[config.mk]
export PLATFORM = sky130hd
export DESIGN_NAME = tisp_ctrl
export DESIGN_NICKNAME = d
export VERILOG_FILES = /design/src/sv/tisp_pkg.sv /design/src/sv/tisp_ctrl.sv
export SDC_FILE = /design/constraint.sdc
export NUM_CORES = 1
export LEC_CHECK = 0
export BUFFER_PORTS_ARGS = -buffer_cell sky130_fd_sc_hd__buf_2
export CORE_ASPECT_RATIO = 0.7
export CORE_MARGIN = 5
export CORE_UTILIZATION = 50
export DETAILED_ROUTE_END_ITERATION = 8
export PLACE_DENSITY = 0.76
export SLEW_MARGIN = 20
export SYNTH_ARGS = -nofsm -noshare
export SYNTH_HDL_FRONTEND = slang
export SYNTH_SLANG_ARGS = --single-unit
[constraint.sdc]
create_clock -name clock -period 7.94 [get_ports clock]
set_input_delay 0.794 -clock clock [delete_from_list [all_inputs] [get_ports clock]]
set_output_delay 0.794 -clock clock [all_outputs]
set_load 0.02 [all_outputs]
[src/sv/tisp_pkg.sv]
// Shared constants, command codes, state type and store control struct of the trie core.
package tisp_pkg;

   localparam int MAX_NODES_DEF = 1024;
   localparam int ALPHABET_DEF  = 26;

   localparam int CMD_W    = 2;
   localparam int LETTER_W = 5;
   localparam int ALPH_W   = 9;

   localparam logic [CMD_W-1:0] CMD_INSERT = 2'd0;
   localparam logic [CMD_W-1:0] CMD_SEARCH = 2'd1;
   localparam logic [CMD_W-1:0] CMD_PREFIX = 2'd2;

   typedef enum logic [2:0] {
      ST_CLEAR,
      ST_IDLE,
      ST_WALK,
      ST_MARK,
      ST_RESP
   } state_type;

   typedef struct packed {
      logic link_rd_en;
      logic link_wr_en;
      logic mark_rd_en;
      logic mark_wr_en;
      logic mark_wr_data;
   } store_ctrl_type;

endpackage

[src/sv/tisp_ctrl.sv]
// Sequencer of the trie walk: clearing pass, link lookup and allocation, word end and result.
module tisp_ctrl #(
   parameter int MAX_NODES = tisp_pkg::MAX_NODES_DEF,
   parameter int ALPHABET  = tisp_pkg::ALPHABET_DEF,
   localparam int NODE_W   = $clog2(MAX_NODES),
   localparam int TOTAL    = MAX_NODES * ALPHABET,
   localparam int SLOT_W   = $clog2(TOTAL),
   localparam int FREE_W   = NODE_W + 1
) (
   input  logic                          clock,
   input  logic                          reset,
   input  logic                          req_valid,
   output logic                          req_ready,
   input  logic [tisp_pkg::CMD_W-1:0]    req_command,
   input  logic [tisp_pkg::LETTER_W-1:0] req_letter,
   input  logic                          req_has_letter,
   input  logic                          req_last,
   output logic                          rsp_valid,
   input  logic                          rsp_ready,
   output logic                          rsp_hit,
   output logic                          rsp_overflow,
   output logic [tisp_pkg::CMD_W-1:0]    rsp_command,
   output tisp_pkg::store_ctrl_type      store_ctrl,
   output logic [SLOT_W-1:0]             link_rd_addr,
   output logic [SLOT_W-1:0]             link_wr_addr,
   output logic [NODE_W-1:0]             link_wr_data,
   input  logic [NODE_W-1:0]             link_rd_data,
   output logic [NODE_W-1:0]             mark_rd_addr,
   output logic [NODE_W-1:0]             mark_wr_addr,
   input  logic                          mark_rd_data
);

   localparam logic [tisp_pkg::ALPH_W-1:0] ALPHA_L = tisp_pkg::ALPH_W'(ALPHABET);

   tisp_pkg::state_type state_ff, state_in;

   logic [SLOT_W-1:0]             clr_ff, clr_in;
   logic [tisp_pkg::CMD_W-1:0]    cmd_ff, cmd_in;
   logic [tisp_pkg::LETTER_W-1:0] letter_ff, letter_in;
   logic                          last_ff, last_in;
   logic [SLOT_W-1:0]             slot_ff, slot_in;
   logic [NODE_W-1:0]             cursor_ff, cursor_in;
   logic [FREE_W-1:0]             free_ff, free_in;
   logic                          miss_ff, miss_in;
   logic                          fail_ff, fail_in;
   logic                          rsp_valid_ff, rsp_valid_in;
   logic                          hit_ff, hit_in;
   logic                          ovf_ff, ovf_in;
   logic [tisp_pkg::CMD_W-1:0]    echo_ff, echo_in;

   logic              accept;
   logic              cmd_ok;
   logic              clr_done;
   logic              dead;
   logic              letter_ok;
   logic              advance;
   logic [SLOT_W-1:0] slot_calc;

   assign req_ready = (state_ff == tisp_pkg::ST_IDLE);
   assign accept    = req_valid && req_ready;
   assign cmd_ok    = (req_command == tisp_pkg::CMD_INSERT) ||
                      (req_command == tisp_pkg::CMD_SEARCH) ||
                      (req_command == tisp_pkg::CMD_PREFIX);
   assign clr_done  = (clr_ff == SLOT_W'(TOTAL - 1));
   assign dead      = miss_ff || fail_ff;
   assign letter_ok = (tisp_pkg::ALPH_W'(letter_ff) < ALPHA_L);
   assign advance   = !rsp_valid_ff || rsp_ready;
   // The slot of a letter sits at cursor times alphabet size plus the letter.
   assign slot_calc = SLOT_W'(cursor_ff) * SLOT_W'(ALPHABET) + SLOT_W'(req_letter);

   always_comb begin
      state_in = state_ff;
      unique case (state_ff)
         tisp_pkg::ST_CLEAR: begin
            if (clr_done) begin
               state_in = tisp_pkg::ST_IDLE;
            end
         end
         tisp_pkg::ST_IDLE: begin
            if (accept && cmd_ok) begin
               if (req_has_letter) begin
                  state_in = tisp_pkg::ST_WALK;
               end else if (req_last) begin
                  state_in = tisp_pkg::ST_MARK;
               end
            end
         end
         tisp_pkg::ST_WALK: begin
            state_in = last_ff ? tisp_pkg::ST_MARK : tisp_pkg::ST_IDLE;
         end
         tisp_pkg::ST_MARK: begin
            state_in = tisp_pkg::ST_RESP;
         end
         tisp_pkg::ST_RESP: begin
            if (advance) begin
               state_in = tisp_pkg::ST_IDLE;
            end
         end
         default: begin
            state_in = tisp_pkg::ST_CLEAR;
         end
      endcase
   end

   always_comb begin
      clr_in       = clr_ff;
      cmd_in       = cmd_ff;
      letter_in    = letter_ff;
      last_in      = last_ff;
      slot_in      = slot_ff;
      cursor_in    = cursor_ff;
      free_in      = free_ff;
      miss_in      = miss_ff;
      fail_in      = fail_ff;
      rsp_valid_in = rsp_valid_ff && !rsp_ready;
      hit_in       = hit_ff;
      ovf_in       = ovf_ff;
      echo_in      = echo_ff;
      store_ctrl   = '0;
      link_rd_addr = slot_calc;
      link_wr_addr = slot_ff;
      link_wr_data = free_ff[NODE_W-1:0];
      mark_rd_addr = cursor_ff;
      mark_wr_addr = cursor_ff;
      unique case (state_ff)
         tisp_pkg::ST_CLEAR: begin
            clr_in                  = clr_ff + SLOT_W'(1);
            store_ctrl.link_wr_en   = 1'b1;
            link_wr_addr            = clr_ff;
            link_wr_data            = '0;
            store_ctrl.mark_wr_en   = (clr_ff < SLOT_W'(MAX_NODES));
            store_ctrl.mark_wr_data = 1'b0;
            mark_wr_addr            = clr_ff[NODE_W-1:0];
         end
         tisp_pkg::ST_IDLE: begin
            if (accept && cmd_ok) begin
               cmd_in                = req_command;
               letter_in             = req_letter;
               last_in               = req_last;
               slot_in               = slot_calc;
               store_ctrl.link_rd_en = req_has_letter;
            end
         end
         tisp_pkg::ST_WALK: begin
            if (!dead) begin
               if (!letter_ok) begin
                  if (cmd_ff == tisp_pkg::CMD_INSERT) begin
                     fail_in = 1'b1;
                  end else begin
                     miss_in = 1'b1;
                  end
               end else if (link_rd_data != '0) begin
                  cursor_in = link_rd_data;
               end else if (cmd_ff != tisp_pkg::CMD_INSERT) begin
                  miss_in = 1'b1;
               end else if (free_ff >= FREE_W'(MAX_NODES)) begin
                  fail_in = 1'b1;
               end else begin
                  // Missing link on insert: hang the next free node here.
                  store_ctrl.link_wr_en = 1'b1;
                  cursor_in             = free_ff[NODE_W-1:0];
                  free_in               = free_ff + FREE_W'(1);
               end
            end
         end
         tisp_pkg::ST_MARK: begin
            store_ctrl.mark_rd_en = 1'b1;
         end
         tisp_pkg::ST_RESP: begin
            if (advance) begin
               rsp_valid_in = 1'b1;
               echo_in      = cmd_ff;
               ovf_in       = 1'b0;
               hit_in       = !dead;
               if (cmd_ff == tisp_pkg::CMD_INSERT) begin
                  ovf_in                  = dead;
                  store_ctrl.mark_wr_en   = !dead;
                  store_ctrl.mark_wr_data = 1'b1;
               end else if (cmd_ff == tisp_pkg::CMD_SEARCH) begin
                  hit_in = !dead && mark_rd_data;
               end
               cursor_in = '0;
               miss_in   = 1'b0;
               fail_in   = 1'b0;
            end
         end
         default: begin
            store_ctrl = '0;
         end
      endcase
   end

   always_ff @(posedge clock) begin
      if (reset) begin
         state_ff     <= tisp_pkg::ST_CLEAR;
         clr_ff       <= '0;
         cursor_ff    <= '0;
         free_ff      <= FREE_W'(1);
         miss_ff      <= 1'b0;
         fail_ff      <= 1'b0;
         rsp_valid_ff <= 1'b0;
      end else begin
         state_ff     <= state_in;
         clr_ff       <= clr_in;
         cursor_ff    <= cursor_in;
         free_ff      <= free_in;
         miss_ff      <= miss_in;
         fail_ff      <= fail_in;
         rsp_valid_ff <= rsp_valid_in;
      end
   end

   always_ff @(posedge clock) begin
      cmd_ff    <= cmd_in;
      letter_ff <= letter_in;
      last_ff   <= last_in;
      slot_ff   <= slot_in;
      hit_ff    <= hit_in;
      ovf_ff    <= ovf_in;
      echo_ff   <= echo_in;
   end

   assign rsp_valid    = rsp_valid_ff;
   assign rsp_hit      = hit_ff;
   assign rsp_overflow = ovf_ff;
   assign rsp_command  = echo_ff;

endmodule

==> impl_metrics.ini <==
[setup_path]
startpoint = mark_rd_addr[0]
timing.rr.end = slot_ff[13]
path_class = reg -> out
reg2regPathDepth = 10
r2r_start = mark_rd_addr[0]
cpMaxStageDelayCell = dfxtp_1
required_ns = 7.15
critical_path.cell_chain = ha_1, ha_1, ha_1, fa_1, xor2_2, o211ai_2, nor4b_4, nand3_2, nor4_2, xor2_1, buf_2
crit_arrival_ns = 3.78
cp-start-kind = flop
worst_path_most_repeated_cell = ha_1
path_max_fanout = 6
r2r_setup_slack_ns = 4.50
end_kind = primary output
max_stage_delay_ns = 0.50

[synth]
synth.avg_cell_area_um2 = 8.56
syn_inst = 514
synth_fp_nets = 577
synthArstFlopShare_pct = 0
yosysWarnings = 0
synth_area_um2 = 4400
ys_ff_latch = 68
ys_types = 54
synth_edf_count = 26
ys_seq_area_share_pct = 36.8
synth_top_flop_cell = dfxtp_1

[sta]
min_period_ns = 4.57
hold_viol_final = 0
rsz0062_at_grt = false
tns_ns = 0
setup_viol = 0
fin_crit_sh_pct = 57.6
report.final.slew_viol_count = 0
clock.fmax_mhz = 219
slew_headroom_pct = 31.4
clock_skew_ns = 0.00552
max_slew.worst_pin.slew_ns = 1.03

[cells_and_area]
fin_util_pct = 61.7
drive_above_1_share_pct = 20.9
area_delta_synth_final_pct = 19.3
layout.nets = 666
fill_cells = 737
num_antenna_cells = 0

[die]
start_util_pct = 51.7
fp.dieH_um = 88.5
dieWidth_um = 122
io_pins = 95
die-area_um2 = 10800
rows = 28
coreArea_um2 = 8510

[placed_design]
place_congestion = 0.961
dp_hpwl_um = 8910
portBuffers = 94

[routing]
routed_wirelength_um = 11700
avgRoutedWirePerCell_um = 16.0
wl_met2_um = 4890
wl_met3_um = 1050
drc = 0
top_layer = met4
drt_iter0_drc = 304
drt-met1-wl_um = 5590
postRouteAntennaNets = 0
post_drt_via_cell_ratio = 5.42
drtPass1Iterations = 5
dr_total_vias = 3949

[cts]
h-tree-depth = 3
clockBufferDepth = 2
postCtsSetupBuffers = 0
postCtsHoldBufs = 0
post_cts_resized = 0
cts_tree = done
cts_root_buf = clkbuf_16
clock_latency_ns = 0.34
cts_buffers = 9
clk_pin_slew_ns = 0.06
cts.sink_count = 68

[pwr]
peakVddDrop_uv = 127
seq_power_share_pct = 46.3
p_int_uw = 613
clkPwrFrac_pct = 49.6
netSwitchingFraction_pct = 21.9
p_comb_share_pct = 4.2
power.density_nw_per_um2 = 150
power.leakage_uw = 0.00245
switchingPower_uw = 172

[run_status]
outcome = complete, no violations

[job]
maxCapViolCount = 0

[global_routing]
antenna_found_initial = 0
grt_overflow_total = 0
grt_first_pass_wirelength_um = 19000
grtUsageTotal_pct = 22.5
grt_pass1_vias = 3780
grt_max_degree = 42

[hold_path]
whs_path_depth = 2
hold_class = reg -> reg
min_from = fail_ff
min_to = fail_ff
## stage by stage
step / setup WS, ns / instances / total power, uW / cell area [um2] / hold WS, ns
2_1_floorplan: 3.88 / 514 / 389 / 4400 / 0.456
3_3_place_gp: 3.82 / 712 / 403 / 4960 / 0.473
3_5_place_dp: 3.72 / 712 / 403 / 4960 / 0.477
4_1_cts: 3.35 / 728 / 792 / 5250 / 0.489
5_1_grt: 3.16 / 728 / 811 / 5250 / 0.533
6_report: 3.37 / 728 / 786 / 5250 / 0.489
## layer usage
metal / up-vias / global-route usage, %
li1: 1932 / -
met5: - / 0
met1: 1861 / 31.7
met3: 12 / 6.77
met4: 0 / 5.49
met2: 144 / 34.4
## worst max path at each step
stage | endpoint | slack, ns | cells past startpoint
after CTS | link_rd_addr[14] | 3.35 | 11
after global routing | link_rd_addr[14] | 3.16 | 11
after global placement | link_rd_addr[13] | 3.82 | 11
final | link_rd_addr[14] | 3.37 | 11
after detailed placement | link_rd_addr[14] | 3.72 | 11
after floorplan | link_rd_addr[14] | 3.88 | 9
## cell usage in the layout (no fill, tap or decap), types with 5 or more instances in the layout
cell type  count
nand4_1       16
dfxtp_1       42
xor2_1        23
and2_1        10
nand3_1        9
mux2i_1       12
fa_1           8
buf_2         94
ha_1          31
or3_1          5
nor3_1         7
nand2_1       77
clkbuf_16      9
o21ai_0       21
edfxtp_1      26
xnor2_1       11
a21oi_1       33
inv_1         37
a21o_1         5
nor2_1        68
## power by group through the flow
stage | logic [uW] | registers, uW | clock network [uW]
final | 32.6 | 364 | 389
after CTS | 32.5 | 363 | 396
after floorplan | 18.1 | 370 | 0
after detailed placement | 32.1 | 371 | 0
after global placement | 31.8 | 371 | 0
after global routing | 36.1 | 364 | 411
## registers in the layout, indices dropped and copies added, names as in the netlist
signal and cells:
clr_ff 15, slot_ff 14, free_ff 11, mark_rd_addr 10
letter_ff 5, state_ff 3, cmd_ff 2, rsp_command 2
fail_ff 1, last_ff 1, miss_ff 1, rsp_hit 1
rsp_overflow 1, rsp_valid 1
## Yosys cell counts, drive strengths merged (2+ instances only)
master,count,share of area [%]
a211oi,3,0.80
a21boi,2,0.43
a21o,5,0.85
a21oi,34,4.0
and2,10,1.4
and3,5,0.71
and3b,2,0.40
and4,2,0.40
buf,5,0.65
clkbuf,13,1.1
dfxtp,42,19
edfxtp,26,18
fa,8,3.6
ha,31,8.8
inv,37,3.2
mux2i,12,2.7
nand2,77,6.6
nand2b,4,0.57
nand3,11,1.5
nand4,16,2.3
nor2,68,5.8
nor2b,4,0.57
nor3,9,1.1
nor3b,4,0.80
nor4,4,0.71
o211ai,3,0.63
o21ai,22,2.6
o21bai,3,0.51
or2,2,0.28
or3,5,0.71
or4b,2,0.45
xnor2,11,2.2
xor2,24,4.9
## cell type report
type	count	area, um2	area share (%)
clock buffers	10	229	4.36
clock inverters	6	55.1	1.05
inverters	37	139	2.65
multi-input cells	391	2570	49.0
flip-flops and latches	68	1620	30.9
well taps	120	150	2.86
repair buffers	96	485	9.25
## logic make-up after synthesis
| family | Yosys count | share of synthesized area (%) |
|---|---|---|
| muxes | 12 | 2.73 |
| DFF | 68 | 36.8 |
| xor gates and xnor gates | 35 | 7.13 |
| and+or+nand+nor | 227 | 25.0 |
| adders and majority gates | 39 | 12.5 |
| buffers and inverters | 55 | 4.92 |
| AOI/OAI and AO/OA | 78 | 10.9 |
## worst max-delay path, delay by kind of cell, from the launching register on
family | cells | cell delay [ns]
adders and majority gates | 4 | 1.29
and+or+nand+nor | 3 | 0.79
DFF | 1 | 0.50
xor gates and xnor gates | 2 | 0.48
buffers and inverters | 1 | 0.20
AOI/OAI and AO/OA | 1 | 0.16
(Power assumes the default switching activity.)
